## src/rtl/c3nc_pkg.sv

```systemverilog
// ----------------------------------------------------------------------------
// c3nc_pkg: shared types and constants for the 3x3 normalized convolution
// Holds field widths, register indexes, reset values and the front-to-back
// job record.
// ----------------------------------------------------------------------------
package c3nc_pkg;

  localparam int MAX_WIDTH_DEF  = 512;
  localparam int MAX_HEIGHT_DEF = 4096;
  localparam int TAP_BITS_DEF   = 5;

  localparam int PIX_W   = 8;
  localparam int ROW_W   = 12;
  localparam int COL_W   = 9;
  localparam int TAPS_W  = 45;
  localparam int IW_W    = 10;
  localparam int IH_W    = 13;
  localparam int CFG_W   = 45;
  localparam int IDX_W   = 2;

  localparam logic [IDX_W-1:0] REG_TAPS   = 2'd0;
  localparam logic [IDX_W-1:0] REG_WIDTH  = 2'd1;
  localparam logic [IDX_W-1:0] REG_HEIGHT = 2'd2;

  localparam logic [TAPS_W-1:0] TAPS_RESET = 45'd1132865717279;
  localparam logic [IW_W-1:0]   WIDTH_RESET  = 10'd512;
  localparam logic [IH_W-1:0]   HEIGHT_RESET = 13'd512;

  localparam logic OP_PIXEL = 1'b0;
  localparam logic OP_DRAIN = 1'b1;

  localparam int PIX_MAX = 255;

  // Job handed from the front part to the arithmetic back part.
  typedef struct packed {
    logic [8:0][PIX_W-1:0] win;
    logic                  interior;
    logic [ROW_W-1:0]      row;
    logic [COL_W-1:0]      col;
    logic                  last;
  } job_t;

endpackage

```

## src/rtl/c3nc_back.sv

```systemverilog
// ----------------------------------------------------------------------------
// c3nc_back: tap products, serial division and clamp
// Forms the weighted sum, divides it by the tap total with a restoring divider,
// clamps and holds the result until taken.
// ----------------------------------------------------------------------------
module c3nc_back #(
  parameter int TAP_BITS = c3nc_pkg::TAP_BITS_DEF
) (
  input  logic                         clk,
  input  logic                         rst,
  input  logic [c3nc_pkg::TAPS_W-1:0]  taps,
  input  logic                         job_valid,
  output logic                         job_ready,
  input  c3nc_pkg::job_t               job,
  output logic                         res_valid,
  input  logic                         res_ready,
  output logic [c3nc_pkg::PIX_W-1:0]   res_pix,
  output logic [c3nc_pkg::ROW_W-1:0]   res_row,
  output logic [c3nc_pkg::COL_W-1:0]   res_col,
  output logic                         res_last
);
  import c3nc_pkg::*;

  localparam int SW = TAP_BITS + PIX_W + 5;
  localparam int TW = TAP_BITS + 4;

  typedef enum logic [1:0] {B_IDLE, B_SUM, B_DIV, B_DONE} bst_t;
  bst_t st, st_next;

  job_t               cur;
  logic signed [SW-1:0] prod [9];
  logic signed [TW-1:0] total;
  logic [SW-1:0]      num, quo, rem;
  logic [TW-1:0]      den;
  logic               neg;
  logic [$clog2(SW+1)-1:0] cnt;
  logic [SW:0]        trial;

  function automatic logic signed [TW-1:0] tap_at(input logic [TAPS_W-1:0] t, input int k);
    logic signed [TAP_BITS-1:0] f;
    f = '0;
    if (TAP_BITS * k + TAP_BITS <= TAPS_W) f = t[TAP_BITS*k +: TAP_BITS];
    return TW'(f);
  endfunction

  // Products and tap total for the held window.
  always_comb begin
    total = '0;
    for (int k = 0; k < 9; k++) begin
      prod[k] = SW'(tap_at(taps, k)) * $signed({1'b0, cur.win[k]});
      total = total + tap_at(taps, k);
    end
  end

  assign trial = {rem[SW-2:0], num[SW-1]} - (SW+1)'(den);
  assign job_ready = (st == B_IDLE);
  assign res_valid = (st == B_DONE);

  always_ff @(posedge clk) begin
    if (rst) st <= B_IDLE;
    else st <= st_next;
  end

  always_comb begin
    st_next = st;
    unique case (st)
      B_IDLE: if (job_valid) st_next = B_SUM;
      B_SUM:  st_next = B_DIV;
      B_DIV:  if (cnt == '0) st_next = B_DONE;
      B_DONE: if (res_ready) st_next = B_IDLE;
      default: st_next = B_IDLE;
    endcase
  end

  // Datapath: latch job, sum, shift-subtract divide, then clamp.
  always_ff @(posedge clk) begin
    logic signed [SW-1:0] s;
    logic signed [TW-1:0] d;
    logic signed [SW:0]   q;
    s = '0;
    d = '0;
    q = '0;
    if (st == B_IDLE && job_valid) cur <= job;
    if (st == B_SUM) begin
      for (int k = 0; k < 9; k++) s = s + prod[k];
      d = (total == '0) ? TW'(1) : total;
      neg <= s[SW-1] ^ d[TW-1];
      num <= s[SW-1] ? SW'(-s) : SW'(s);
      den <= d[TW-1] ? TW'(-d) : TW'(d);
      rem <= '0;
      quo <= '0;
      cnt <= ($clog2(SW+1))'(SW);
    end
    if (st == B_DIV && cnt != '0) begin
      if (!trial[SW]) rem <= trial[SW-1:0];
      else rem <= {rem[SW-2:0], num[SW-1]};
      num <= {num[SW-2:0], 1'b0};
      quo <= {quo[SW-2:0], !trial[SW]};
      cnt <= cnt - 1'b1;
    end
    if (st == B_DIV && cnt == '0) begin
      q = neg ? -$signed({1'b0, quo}) : $signed({1'b0, quo});
      res_row  <= cur.row;
      res_col  <= cur.col;
      res_last <= cur.last;
      if (!cur.interior || q < 0) res_pix <= '0;
      else if (q > PIX_MAX) res_pix <= PIX_W'(PIX_MAX);
      else res_pix <= q[PIX_W-1:0];
    end
  end

endmodule

```

## config.mk

```make
export PLATFORM = sky130hd
export DESIGN_NAME = c3nc_back
export DESIGN_NICKNAME = d
export VERILOG_FILES = /design/src/rtl/c3nc_pkg.sv /design/src/rtl/c3nc_back.sv
export SDC_FILE = /design/constraint.sdc
export NUM_CORES = 1
export LEC_CHECK = 0
export BUFFER_PORTS_ARGS = -buffer_cell sky130_fd_sc_hd__buf_2
export CAP_MARGIN = 20
export CELL_PAD_IN_SITES_DETAIL_PLACEMENT = 0
export CELL_PAD_IN_SITES_GLOBAL_PLACEMENT = 1
export CORE_UTILIZATION = 45
export DETAILED_ROUTE_END_ITERATION = 12
export PLACE_DENSITY_LB_ADDON = 0.05
export SYNTH_ARGS = -nofsm -noshare
export SYNTH_HDL_FRONTEND = slang
export SYNTH_SLANG_ARGS = --single-unit
```

## constraint.sdc

```tcl
create_clock -name clk -period 9.7 [get_ports clk]
set_clock_uncertainty 0.1 [all_clocks]
set_input_delay 2.91 -clock clk [delete_from_list [all_inputs] [get_ports clk]]
set_output_delay 2.91 -clock clk [all_outputs]
set_load 0.01 [all_outputs]
```

==> results.txt <==
The worst path required time is 9.86 ns. Once placement completed, the tool counted placed cells totaling 3197. TritonCTS built the clock tree.

Setup violations remaining at the end of the flow were counted as 18. The clock latency of the later-clocked register in the worst-skew pair is 0.51 ns. The number of hold buffers added after CTS came out at 0. For this design, the slowest cell found on the critical path is sky130_fd_sc_hd__fa_2. The share of flip-flops with an asynchronous set or reset is 0%. The count of final max-slew check failures is 0. The routability congestion estimate is 0.871. In the layout the commonest cells are 506 x sky130_fd_sc_hd__inv_1, 408 x sky130_fd_sc_hd__fa_1, 192 x sky130_fd_sc_hd__edfxtp_1. Measured along the x axis, the die boundary spans 231 um. The detailed router placed 15831 vias in this run. Of all nets on the critical path, the largest fanout is 6. After technology mapping, the gate count stands at 2197.

The number of global-route vias before repair came out at 16904. The via-per-instance ratio came out at 4.89. The diode insertion count for antenna repair came out at 0. A synthesized cell averages 10.8 um^2. Compared with the post-synthesis result, the final layout area differs by 19.0%. The largest net degree at the start of global routing is 64. Summing all multi-input logic gate instances after layout gives 16300 um^2. For the finished layout, the period the worst path requires is 10.02 ns. The post-synth net total came out at 2945. The initial DRC count is 677. The number of buffers between clock root and the deepest sink is 2. The worst min-delay path class is flop to flop. The final hold violation count was 0. The fraction of final layout cells with drive strength greater than 1 is 21.6%. The die span in y is 231 um.

The number of buffers created by CTS came out at 17. Counting stages on the worst path, the most repeated cell is sky130_fd_sc_hd__fa_1. The number of buffers and inverters on the critical path is 5. The number of top-level pins is 176.

The wire length of the first global-routing pass came out at 95.6 mm. The detailed-placement wirelength estimate came out at 53.1 mm. Setup repair after global routing could not meet its margin everywhere. Walking the worst path, the cells encountered are buf_4, and2_4, fa_1, fa_1, inv_1, fa_1, inv_1, fa_1, fa_2, fa_2, fa_1, fa_1, inv_1, fa_1, inv_2, ha_4, a2111oi_4, o21ai_2, a221o_1, a211oi_4, o22ai_4, o41ai_2, xnor2_1, o21ai_1.

The worst setup path is captured at a flop. The routed wire length came out at 61.4 mm. The number of unique standard cell types used by synthesis is 72.

The cell area after technology mapping is 23600 um^2. The number of maximum-capacitance constraint violations is 0. The sink count of the clock tree came out at 195.

The sequential cell area came out at 5830 um^2. The data arrival time of the critical path is 10.17 ns. The checks that failed: negative setup slack. In this design, the largest share of critical-path delay is due to adder cells. The core region area is 51600 um^2.

The synthesis warning total came out at 0. The number of synthesized flops with an enable pin is 192. The initial antenna violation count came out at 0. The register bit total from synthesis is 195. The run finished, with violations left. The count of non-filler cells in the finished layout is 3240. The clock root buffer is sky130_fd_sc_hd__clkbuf_16. The final hold slack came out at 0.313 ns.

The clock slew at the register clock pins of the worst setup and hold paths came out at 0.09 ns. In the routed design, unresolved DRC markers number 0. The slew at the pin closest to its max-slew limit came out at 0.920 ns. The worst setup path is launched from a primary input. The number of levels the H-tree was split into came out at 4. The average wire per standard cell is 19.0 um. In the synthesized netlist the dominant register cell turns out to be sky130_fd_sc_hd__edfxtp_1. The starting density of the core came out at 45.8%. The total overflow left after global routing is 0.

The area enclosed by the die boundary came out at 53400 um^2. The library cell used most frequently in the layout, excluding fill and tap cells, is sky130_fd_sc_hd__inv_1. Setup slack on the critical path of the routed design comes to -0.317 ns. The fill cell instance count of the final layout came out at 4651.

The number of rows created at floorplan is 83. The final net count is 3295. The total track usage is 24.1%.

The stage delay of the slowest cell on the critical path is 0.63 ns. The final worst-path cycle share came out at 103%. Before antenna repair, the detailed router went through 5 iterations. The highest clock rate is 99.8 MHz. The critical path is of the primary input to flop type.

The number of antenna-violating nets in the routed design came out at 0. The sequential area share after synthesis is 24.7%. The number of buffer cells added on primary ports is 175.

The relative slew slack came out at 38.3%.
==> state kept, by name, summed over array words and instances, names as in the netlist <==
name	flops
den	9
res_last	1
st	2
quo	18
cnt	5
cur	95
res_row	12
res_col	9
rem	17
num	18
neg	1
res_pix	8
==> cell type report <==
type	instances	area share, %
Clock buffer	17	1.51
Inverter	530	7.11
Sequential cell	195	20.7
Tap cell	680	3.03
Multi-Input combinational cell	1448	58.1
Clock inverter	15	0.810
Timing Repair Buffer	355	8.71
==> synth_stat cells (8+ instances only) <==
cell type                  number  area [um^2]
sky130_fd_sc_hd__xnor2_1       42          368
sky130_fd_sc_hd__fa_1         425         8510
sky130_fd_sc_hd__a21oi_1       31          155
sky130_fd_sc_hd__nor2_1        88          330
sky130_fd_sc_hd__nand3_1       17         85.1
sky130_fd_sc_hd__nor2b_1       24          150
sky130_fd_sc_hd__a31oi_1       12         75.1
sky130_fd_sc_hd__nor3_1        10         50.1
sky130_fd_sc_hd__edfxtp_1     192         5770
sky130_fd_sc_hd__o21ai_0       40          200
sky130_fd_sc_hd__o211ai_1      10         75.1
sky130_fd_sc_hd__ha_1         179         2240
sky130_fd_sc_hd__and2_1       203         1270
sky130_fd_sc_hd__a21o_1        14          105
sky130_fd_sc_hd__o31ai_1        8         60.1
sky130_fd_sc_hd__or3_1         10         62.6
sky130_fd_sc_hd__xor2_1        20          175
sky130_fd_sc_hd__nand2b_1      28          175
sky130_fd_sc_hd__a211oi_1      10         75.1
sky130_fd_sc_hd__clkbuf_1      19         71.3
sky130_fd_sc_hd__inv_1        527         1980
sky130_fd_sc_hd__nand2_1      171          642
==> layer usage <==
metal | track usage [%] | wire (um)
met3 | 3.09 | 1680
met5 | 0 | 0
met4 | 6.93 | 1340
met2 | 41.1 | 31100
met1 | 32.2 | 27300
==> cells by family after synthesis <==
logic type,after synthesis,synth area share [%]
and+or+nand+nor,593,13.0
adders and majority gates,604,45.5
buffers and inverters,554,8.85
DFF,195,24.7
AOI/OAI and AO/OA,182,5.25
muxes,5,0.217
xor gates and xnor gates,64,2.49
==> repair_timing <==
action	in CTS	in global routing
hold endpoints to repair	0	0
setup endpoints to repair	18	18
setup buffers	7	5
cloned	0	1
pin swaps	62	34
gates resized for setup	125	48
==> final timing paths <==
check | from | end | slack [ns] | cells after the start
worst max-delay path | taps[22] | num[16] | -0.32 | 24
worst min-delay path | cur[16] | res_row[6] | 0.31 | 0
worst max register to register | cur[83] | num[16] | 1.55 | 25
worst min register to register | cur[16] | res_row[6] | 0.31 | 0
==> stage by stage <==
step	setup WS, ns	util [%]	area (um^2)	TNS [ns]
finish	-0.317	54.5	28100	-2.18
global route	-0.550	54.5	28100	-5.80
CTS	-0.308	54.0	27900	-1.23
detailed placement	-1.12	51.8	26800	-15.08
global placement	-1.05	51.8	26800	-14.29
floorplan	-0.301	-	23900	-1.33
Power is not shown: default switching activity piles up to over one toggle a cycle in this logic, so the estimate is an artifact.
