[src/rtl/c3nc_pkg.sv]
// ----------------------------------------------------------------------------
// c3nc_pkg: shared types and constants for the 3x3 normalized convolution
// Holds field widths, register indexes, reset values and the front-to-back
// job record.
// ----------------------------------------------------------------------------
package c3nc_pkg;

  localparam int MAX_WIDTH_DEF  = 512;
  localparam int MAX_HEIGHT_DEF = 4096;
  localparam int TAP_BITS_DEF   = 5;

  localparam int PIX_W   = 8;
  localparam int ROW_W   = 12;
  localparam int COL_W   = 9;
  localparam int TAPS_W  = 45;
  localparam int IW_W    = 10;
  localparam int IH_W    = 13;
  localparam int CFG_W   = 45;
  localparam int IDX_W   = 2;

  localparam logic [IDX_W-1:0] REG_TAPS   = 2'd0;
  localparam logic [IDX_W-1:0] REG_WIDTH  = 2'd1;
  localparam logic [IDX_W-1:0] REG_HEIGHT = 2'd2;

  localparam logic [TAPS_W-1:0] TAPS_RESET = 45'd1132865717279;
  localparam logic [IW_W-1:0]   WIDTH_RESET  = 10'd512;
  localparam logic [IH_W-1:0]   HEIGHT_RESET = 13'd512;

  localparam logic OP_PIXEL = 1'b0;
  localparam logic OP_DRAIN = 1'b1;

  localparam int PIX_MAX = 255;

  // Job handed from the front part to the arithmetic back part.
  typedef struct packed {
    logic [8:0][PIX_W-1:0] win;
    logic                  interior;
    logic [ROW_W-1:0]      row;
    logic [COL_W-1:0]      col;
    logic                  last;
  } job_t;

endpackage

[src/rtl/c3nc_queue.sv]
// ----------------------------------------------------------------------------
// c3nc_queue: two-entry job queue
// Decouples the front part from the arithmetic back part.
// ----------------------------------------------------------------------------
module c3nc_queue (
  input  logic            clk,
  input  logic            rst,
  input  logic            wr_valid,
  output logic            wr_ready,
  input  c3nc_pkg::job_t  wr_data,
  output logic            rd_valid,
  input  logic            rd_ready,
  output c3nc_pkg::job_t  rd_data
);
  import c3nc_pkg::*;

  job_t       slots [2];
  logic       wp, rp;
  logic [1:0] cnt;

  assign wr_ready = cnt != 2'd2;
  assign rd_valid = cnt != 2'd0;
  assign rd_data  = slots[rp];

  // Write and read pointers with an occupancy count.
  always_ff @(posedge clk) begin
    if (rst) begin
      wp <= 1'b0; rp <= 1'b0; cnt <= '0;
    end else begin
      if (wr_valid && wr_ready) begin
        slots[wp] <= wr_data;
        wp <= ~wp;
      end
      if (rd_valid && rd_ready) rp <= ~rp;
      cnt <= cnt + 2'((wr_valid && wr_ready) ? 1 : 0) - 2'((rd_valid && rd_ready) ? 1 : 0);
    end
  end
endmodule

[config.mk]
export PLATFORM = sky130hd
export DESIGN_NAME = c3nc_queue
export DESIGN_NICKNAME = d
export VERILOG_FILES = /design/src/rtl/c3nc_pkg.sv /design/src/rtl/c3nc_queue.sv
export SDC_FILE = /design/constraint.sdc
export NUM_CORES = 1
export LEC_CHECK = 0
export ABC_AREA = 0
export BUFFER_PORTS_ARGS = -buffer_cell sky130_fd_sc_hd__buf_2
export CAP_MARGIN = 20
export CORE_ASPECT_RATIO = 0.75
export CORE_MARGIN = 3
export CORE_UTILIZATION = 45
export CTS_CLUSTER_SIZE = 24
export DETAILED_ROUTE_END_ITERATION = 12
export MAX_ROUTING_LAYER = met4
export PLACE_DENSITY = 0.79
export SETUP_SLACK_MARGIN = 0.4
export SYNTH_ARGS = -nofsm -noshare
export SYNTH_HDL_FRONTEND = slang
export SYNTH_SLANG_ARGS = --single-unit
[constraint.sdc]
create_clock -name clk -period 11 [get_ports clk]
set_input_delay 2.2 -clock clk [delete_from_list [all_inputs] [get_ports clk]]
set_output_delay 2.2 -clock clk [all_outputs]
set_load 0.02 [all_outputs]
==> impl_metrics.toml, run 1 <==
[placed_design]
port-buffer-count = 195
place.gp.congestion = 0.7600
dp_hpwl_um = 8892

[global_routing]
grt_use_total_pct = 15.18
grt_pass1_vias = 3747
grt_pass1_wl_um = 19920
grt-ovfl-total = 0
grt_max_degree = 59
antenna_found_initial = 0

[cts]
cts_tree = "built"
htreeDepth = 4
cts.sink_count = 195
cts_made_buffers = 17
clock_tree.buffer_depth = 2
cts-root-buf = "clkbuf_16"
cts_hold_buf = 0
post_cts_resized = 0
post_cts_buffers = 0
clkTransAtPathRegs_ps = 70
clock_latency_ps = 420

[timing]
hold_violations = 0
slew_headroom_pct = 39.84
fin_crit_ps = 4814
fin_worst_skew_ps = 11.98
grt_setup_unrepaired = "false"
tns_ps = 0
drv_slew = 0
post-route-period-util_pct = 43.77
finalSetupViolations = 0
tightest_slew_ps = 902.4
fmax_mhz = 207.7

[worst_setup_path]
r2r_cells = 4
crit_cells = 3
max_stage_delay_ps = 930
worst-path-max-fanout = 58
crit_buf_inv = 2
path_cells = "buf_4, mux2_2, buf_2"
crit_arrival_ps = 2610
crit_required_ps = 8800
setup.worst_path.class = "flop to primary output"
end_kind = "primary output"
start_kind = "flop"
crit_path_top_delay_cell = "dfxtp_4"
crit_family = "flip-flops"

[route]
drtIter0Drc = 174
ant_nets = 0
vias = 3628
wire_per_inst_um = 17.57
drc = 0
viasPerCell = 4.863
dr.pass1.iters = 4
totalWireLength_um = 13110

[final_layout]
drive_gt1_share_pct = 61.11
nNetsFinal = 629
fillCellCount = 1197
syn_to_final_growth_pct = 24.52

[floorplan]
core_area_sq_mm = 0.01557
fp.dieH_um = 116.3
fp.dieW_um = 153.0
initial_core_util_pct = 46.87
io_pins = 196
fp-row-count = 39
dieArea_sq_mm = 0.01779

[yosys]
synth_seq_cells = 195
ys_types = 19
syn_inst = 320
syn_area_sq_mm = 0.007296
syn_avg_cell_area_sq_um = 22.80
yosysSeqAreaShare_pct = 79.57
yosysWarnings = 0
synth_fp_nets = 421

[min_path]
hp-class = "flop to flop"
hold_depth = 2

[pwr]
ir_drop_mv = 0.1652
power_frac_comb_pct = 22.8
p_sw_uw = 557.4
swShare_pct = 27.67
p_seq_share_pct = 46.2
p_int_mw = 1.457
clkPwrFrac_pct = 31.1
cellPowerDensity_mw_per_mm2 = 221.7
total_power_mw = 2.014
cellLeakagePower_nw = 3.448

[status]
status = "completed"

[job]
max-cap-violations = 0
## worst min-delay path, delay by kind of cell, from the launching register on
kind | cells | cell delay [ps]
xor gates and xnor gates | 1 | 100
DFF | 1 | 340
and+or+nand+nor | 1 | 90
## synth_stat cells (all sizes together)
library cell | count | share of area [%]
edfxtp | 190 | 78
ha | 2 | 0.34
o21a | 1 | 0.10
dfxtp | 5 | 1.4
xnor2 | 2 | 0.24
nor3b | 1 | 0.10
mux2 | 96 | 17
xor2 | 1 | 0.12
nor3 | 1 | 0.069
or2 | 1 | 0.086
inv | 1 | 0.051
nor2b | 2 | 0.17
nand2b | 1 | 0.086
nor2 | 4 | 0.21
nand2 | 1 | 0.051
buf | 11 | 1.4
## layout make-up
| class | instances | area [sq um] | area share, % |
|---|---|---|---|
| Sequential cell | 195 | 5809 | 63.94 |
| Multi-Input combinational cell | 113 | 1394 | 15.34 |
| Timing Repair Buffer | 200 | 1013 | 11.16 |
| Clock buffer | 18 | 429.2 | 4.724 |
| Tap cell | 205 | 256.5 | 2.823 |
| Clock inverter | 13 | 176.4 | 1.942 |
| Inverter | 1 | 3.754 | 0.04132 |
| Antenna cell | 1 | 2.502 | 0.02754 |
## final timing paths
| kind | startpoint | slack (ps) | to |
|---|---|---|---|
| worst max-delay path | flop | 6190 | rd_data[3] |
| worst min-delay path | rp$_SDFFE_PP0P_ | 560 | rp$_SDFFE_PP0P_ |
| worst max register to register | cnt[0]$_SDFF_PP0_ | 9130 | slots[1][69]$_DFFE_PP_ |
| worst min register to register | rp$_SDFFE_PP0P_ | 560 | rp$_SDFFE_PP0P_ |
## state kept, by name (all words and copies together), names as in the netlist, named ones only
signal and flops:
cnt 2, wp 1, rp 1, slots 190
## routing by layer
layer  up-vias  GRT usage, %  share of wire, %
li1       1684             -                 -
met1      1781         18.62                43
met2       153         23.64                48
met3        10         5.815               9.0
met4         0         4.807              0.89
met5         -             -                 0
## power groups by stage
| stage | clock (mW) | sequential (mW) | combinational [mW] |
|---|---|---|---|
| floorplan | 0 | 0.924 | 0.368 |
| global placement | 0 | 0.942 | 0.457 |
| detailed placement | 0 | 0.947 | 0.464 |
| CTS | 0.641 | 0.931 | 0.466 |
| global route | 0.671 | 0.938 | 0.489 |
| finish | 0.626 | 0.930 | 0.459 |
## kinds of logic (layout without fill, tap and decap cells)
| family | Yosys count | in the layout | share of synthesized area (%) |
|---|---|---|---|
| AOI/OAI and AO/OA | 1 | 1 | 0.1029 |
| xor gates and xnor gates | 3 | 3 | 0.3602 |
| adders and majority gates | 2 | 2 | 0.3429 |
| buffers and inverters | 12 | 232 | 1.458 |
| DFF | 195 | 195 | 79.57 |
| muxes | 96 | 96 | 17.39 |
| other | 0 | 1 | 0 |
| and+or+nand+nor | 11 | 11 | 0.7717 |
## layout by cell type, fill, tap and decap left out, drive strengths merged, types with 3 or more instances in the layout
cell | synthesis | routed
buf | 11 | 200
bufinv | 0 | 3
clkbuf | 0 | 18
clkinvlp | 0 | 4
dfxtp | 5 | 5
edfxtp | 190 | 190
inv | 1 | 5
mux2 | 96 | 96
nor2 | 4 | 4
## stage by stage
step	utilization (%)	area (sq um)	cells	worst slack, ps	hold WS [ps]
6_report	58.36	9085	746	6186	563.1
5_1_grt	58.35	9082	745	5952	599.3
4_1_cts	58.35	9082	745	6120	582.3
3_5_place_dp	54.46	8477	714	6578	562.6
3_3_place_gp	54.46	8477	714	6618	502.9
2_1_floorplan	-	7296	320	1087	480.9
No activity file was read; power rests on OpenSTA's default activity.
==> run 2: changes to the inputs <==
--- a/config.mk
+++ b/config.mk
@@ -5,7 +5,7 @@
 export SDC_FILE = /design/constraint.sdc
 export NUM_CORES = 1
 export LEC_CHECK = 0
-export ABC_AREA = 0
+export ABC_AREA = 1
 export BUFFER_PORTS_ARGS = -buffer_cell sky130_fd_sc_hd__buf_2
 export CAP_MARGIN = 20
 export CORE_ASPECT_RATIO = 0.75
==> constraint.sdc (replaced) <==
create_clock -name clk -period 4.7 [get_ports clk]
set_input_delay 0.94 -clock clk [delete_from_list [all_inputs] [get_ports clk]]
set_output_delay 0.94 -clock clk [all_outputs]
set_load 0.02 [all_outputs]
==> impl_metrics.toml, run 2 <==
[floorplan]
initial_core_util_pct = 46.98
dieArea_sq_mm = 0.01783
fp.dieH_um = 116.4
fp.dieW_um = 153.2
io_pins = 196
core_area_sq_mm = 0.01557
fp-row-count = 39

[global_routing]
grt_use_total_pct = 15.49
grt_pass1_vias = 3841
grt_max_degree = 92
antenna_found_initial = 0
grt-ovfl-total = 0
grt_pass1_wl_um = 20260

[route]
viasPerCell = 4.851
drtIter0Drc = 255
drc = 0
dr.pass1.iters = 6
wire_per_inst_um = 17.68
vias = 3682
totalWireLength_um = 13420
ant_nets = 0

[placed_design]
port-buffer-count = 195
place.gp.congestion = 0.7865
dp_hpwl_um = 8974
dpl_cell_area_sq_mm = 0.008521

[final_layout]
syn_to_final_growth_pct = 24.89
diodes = 0
final_util_pct = 58.68
nNetsFinal = 642
largest_register_ffs = 190
top_regs = "slots x190, cnt x2"
finalInstanceArea_sq_mm = 0.009134
drive_gt1_share_pct = 58.66
final_common_cell = "buf_2"
final_cell_mix = "buf_2 (195), edfxtp_1 (190), mux2_4 (50), mux2_2 (45), clkbuf_16 (17)"
regMostFlops = "slots"

[min_path]
min_from = "rp$_SDFFE_PP0P_"
hp-class = "flop to flop"

[timing]
fin_worst_skew_ps = 7.881
post-route-period-util_pct = 66.86
tns_ps = 0
grt_setup_unrepaired = "false"
hold_violations = 0
tightest_slew_ps = 703.0
fin_crit_ps = 3142
fmax_mhz = 318.2
slew_headroom_pct = 53.14
finalSetupViolations = 0
drv_slew = 0

[cts]
cts_hold_buf = 0
post_cts_resized = 0
cts_made_buffers = 17
htreeDepth = 4
cts.sink_count = 195
post_cts_buffers = 0
clock_latency_ps = 420
clkTransAtPathRegs_ps = 60
cts-root-buf = "clkbuf_16"
cts_tree = "built"
clock_tree.buffer_depth = 2

[yosys]
syn_avg_cell_area_sq_um = 21.90
synth-compound-area-share_pct = 0.1369
synth_seq_cells = 195
synthAdderAreaFrac_pct = 0.3422
synth_edf_count = 190
synth_flop_cell = "edfxtp_1"
synth_fp_nets = 435
muxShareOfSynthArea_pct = 17.19
yosys.area.top_type_share_pct = 78.02
syn_area_sq_mm = 0.007313
yosysTopAreaCell = "edfxtp_1"
ys_types = 15
yosysSeqAreaShare_pct = 79.38
synth.most_common_cell = "edfxtp_1"
ys_async_sr_fraction_pct = 0
synth-simple-area-share_pct = 1.129
synth_xor_area_share_pct = 0
syn_inst = 334
synth_top_family_by_area = "multiplexers"
yosysWarnings = 0
synth_common_cells = "edfxtp_1 (190), mux2_4 (50), mux2_2 (45)"
ys_top_cells_by_area = "edfxtp_1 (78%), mux2_4 (10%), mux2_2 (6.9%)"

[pwr]
power_frac_comb_pct = 23.0
clkPwrFrac_pct = 31.2
ir_drop_mv = 0.4456
swShare_pct = 27.29
p_seq_share_pct = 45.7
cellPowerDensity_mw_per_mm2 = 520.0
p_sw_mw = 1.296
cellLeakagePower_nw = 3.497
p_int_mw = 3.453

[worst_setup_path]
end_kind = "primary output"
start_kind = "flop"
setup.worst_path.class = "flop to primary output"
worst-path-max-fanout = 52
crit_required_ps = 3760
r2r_start = "cnt[0]$_SDFF_PP0_"
crit_arrival_ps = 2200

[job]
max-cap-violations = 0

[status]
status = "completed"
-- run 2: changes by cell type after synthesis, sizes merged, moves of 2 or more --
cell / previous run / this run
nor2b: 2 / 0
nor2: 4 / 9
nand2: 1 / 9
xnor2: 2 / 0
inv: 1 / 8
nand3: 0 / 2
-- run 2: kinds of logic (layout without fill, tap and decap cells) --
family | count (synthesis) | after routing
AOI/OAI and AO/OA | 2 | 2
adders and majority gates | 2 | 2
buffers and inverters | 19 | 239
DFF | 195 | 195
muxes | 95 | 95
and+or+nand+nor | 21 | 21
-- run 2: worst paths after layout --
kind | cells after the start | slack [ps] | end
max reg2reg | 5 | 2710 | slots[1][71]$_DFFE_PP_
min | 2 | 540 | rp$_SDFFE_PP0P_
max | 3 | 1560 | rd_data[94]
min reg2reg | 2 | 540 | rp$_SDFFE_PP0P_
-- run 2: cell type report --
cell class,count,area (sq um)
timing repair buffer,199,1031
tap,205,256.5
clock inverter,13,180.2
inverter,8,30.03
sequential,195,5809
clock buffer,19,432.9
multi-input combinational,120,1394
fill,1158,6432
-- run 2: metrics by stage --
stage | setup slack, ps | hold WS [ps] | std cells | power [mW]
after floorplan | 687.0 | 467.5 | 334 | 2.998
after global placement | 1993 | 487.9 | 727 | 3.284
after detailed placement | 1968 | 520.4 | 727 | 3.320
after CTS | 1497 | 535.1 | 759 | 4.813
after global routing | 1430 | 579.0 | 759 | 4.962
final | 1558 | 536.9 | 759 | 4.750
-- run 2: worst max-delay path: stages (launching register included) --
cell and delay, ps:
dfxtp_4 780, buf_12 380, mux2_2 380, buf_2 160
-- run 2: power by group through the flow --
| stage | clock [mW] | sequential (mW) | combinational, mW |
|---|---|---|---|
| after floorplan | 0 | 2.16 | 0.840 |
| after global placement | 0 | 2.20 | 1.08 |
| after detailed placement | 0 | 2.21 | 1.11 |
| after CTS | 1.52 | 2.18 | 1.12 |
| after global routing | 1.60 | 2.19 | 1.17 |
| final | 1.48 | 2.17 | 1.09 |
-- run 2: layer usage --
metal	up-vias	wire [um]	global-route usage, %
li1	1716	-	-
met3	13	1012	4.704
met1	1798	5788	19.82
met5	-	0	-
met4	0	148	5.341
met2	155	6472	23.93
==> run 3: changes to the inputs <==
--- a/config.mk
+++ b/config.mk
@@ -14,7 +14,7 @@
 export CTS_CLUSTER_SIZE = 24
 export DETAILED_ROUTE_END_ITERATION = 12
 export MAX_ROUTING_LAYER = met4
-export PLACE_DENSITY = 0.79
+export PLACE_DENSITY = 0.82
 export SETUP_SLACK_MARGIN = 0.4
 export SYNTH_ARGS = -nofsm -noshare
 export SYNTH_HDL_FRONTEND = slang
==> constraint.sdc (replaced) <==
create_clock -name clk -period 2.8 [get_ports clk]
set_input_delay 0.56 -clock clk [delete_from_list [all_inputs] [get_ports clk]]
set_output_delay 0.56 -clock clk [all_outputs]
set_load 0.02 [all_outputs]
==> impl_metrics.toml, run 3 (synthesis gave the netlist of run 2 again) <==
[cts]
clock_latency_ps = 420
cts.sink_count = 195
cts_made_buffers = 17
htreeDepth = 4
cts_hold_buf = 0
clkTransAtPathRegs_ps = 70
cts-root-buf = "clkbuf_16"
clock_tree.buffer_depth = 2
cts_tree = "built"

[pwr]
total_power_mw = 8.049
ir_drop_mv = 0.4579
cellLeakagePower_nw = 3.529
cellPowerDensity_mw_per_mm2 = 872.5

[final_layout]
fillCellCount = 1154
syn_to_final_growth_pct = 26.14
final_cell_mix = "buf_2 (195), edfxtp_1 (190), mux2_4 (50), mux2_2 (45), clkbuf_16 (17)"
finalInstanceArea_sq_mm = 0.009225
largest_register_ffs = 190
regMostFlops = "slots"
top_regs = "slots x190, cnt x2"
register_area_sq_mm = 0.005809
final_common_cell = "buf_2"
nNetsFinal = 645
instances_no_fill = 764
multi_input_area_sq_mm = 0.001425
drive_gt1_share_pct = 60.14

[route]
wire_per_inst_um = 18.56
dr.pass1.iters = 4
ant_nets = 0
drc = 0
viasPerCell = 4.965
vias = 3793
totalWireLength_um = 14180
drtIter0Drc = 252

[global_routing]
grt_pass1_vias = 4051
grt_pass1_wl_um = 21600
grt_max_degree = 52
antenna_found_initial = 2
grt-ovfl-total = 0
grt_use_total_pct = 16.50

[worst_setup_path]
crit_family = "flip-flops"
setup.worst_path.class = "flop to primary output"
end_kind = "primary output"
crit_buf_inv = 2
path_cells = "buf_16, mux2_2, buf_2"
r2r_start = "cnt[0]$_SDFF_PP0_"
crit_path_top_delay_cell = "dfxtp_4"
max_stage_delay_ps = 470
crit_arrival_ps = 1730
worst-path-max-fanout = 39
start_kind = "flop"
crit_required_ps = 2240

[floorplan]
fp.dieW_um = 153.2
dieArea_sq_mm = 0.01783
fp-row-count = 39
io_pins = 196
initial_core_util_pct = 46.98
fp.dieH_um = 116.4
core_area_sq_mm = 0.01557

[timing]
finalSetupViolations = 0
hold_violations = 0
grt_setup_unrepaired = "false"
layout_setup_ws_ps = 505.6
post-route-period-util_pct = 81.94
fmax_mhz = 435.8
fin_worst_skew_ps = 6.875
tightest_slew_ps = 684.5
fin_crit_ps = 2294
tns_ps = 0
slew_headroom_pct = 54.37
drv_slew = 0

[min_path]
hp-class = "input pin to flop"
min_from = "wr_data[30]"

[placed_design]
dp_hpwl_um = 9870
place.gp.congestion = 0.7873
dp_cells = 729
place_ws_ps = 835.0
dpl_cell_area_sq_mm = 0.008579
port-buffer-count = 195

[job]
max-cap-violations = 0

[status]
status = "completed"
==> run 3: cell count changes in the layout (fill, tap and decap cells not counted), sizes merged <==
cell	previous run	this run
diode	0	2
clkbuf	19	17
clkinv	6	4
inv	10	13
buf	199	202
clkinvlp	1	3
bufinv	4	3
==> run 3: through the flow <==
stage,utilization (%),hold WS (ps)
after CTS,59.23,300.4
after floorplan,-,467.5
after detailed placement,55.12,529.5
after global routing,59.26,299.5
after global placement,55.12,493.9
final,59.26,325.5
==> run 3: worst paths after layout <==
kind	end	slack, ps	cells past startpoint
max	rd_data[32]	510	3
min	slots[1][30]$_DFFE_PP_	330	1
max reg2reg	slots[1][46]$_DFFE_PP_	1050	5
min reg2reg	flop	570	2
==> run 3: per-layer routing <==
metal  vias to the layer above  global-route usage, %  part of all wire, %
li1                       1723                      -                    -
met4                         0                  4.807                  1.1
met3                        16                  5.333                  7.8
met1                      1890                  20.13                   42
met2                       164                  26.83                   50
met5                         -                      -                    0
==> run 3: worst register-to-register path, delay by kind of cell (launching register included) <==
kind | cells | cell delay, ps
flops | 1 | 360
simple gates | 3 | 340
buf+inv | 2 | 660
==> run 3: report_power, final <==
part | internal (mW) | switching (mW) | leakage (nW)
clock network | 1.44 | 1.06 | 0.298
registers | 3.50 | 0.0960 | 1.78
logic | 0.836 | 1.12 | 1.45
==> run 3: layout make-up <==
class / instances / area share, %
sequential: 195 / 62.97
multi-input combinational: 120 / 15.45
antenna: 2 / 0.05425
clock buffer: 17 / 4.611
inverter: 8 / 0.4611
timing repair buffer: 202 / 11.50
tap: 205 / 2.780
clock inverter: 15 / 2.170
==> run 3: repair_timing <==
item / in CTS / in global routing
gates resized for setup: 1 / 0
setup buffers: 1 / 0
setup endpoints to repair: 30 / 0
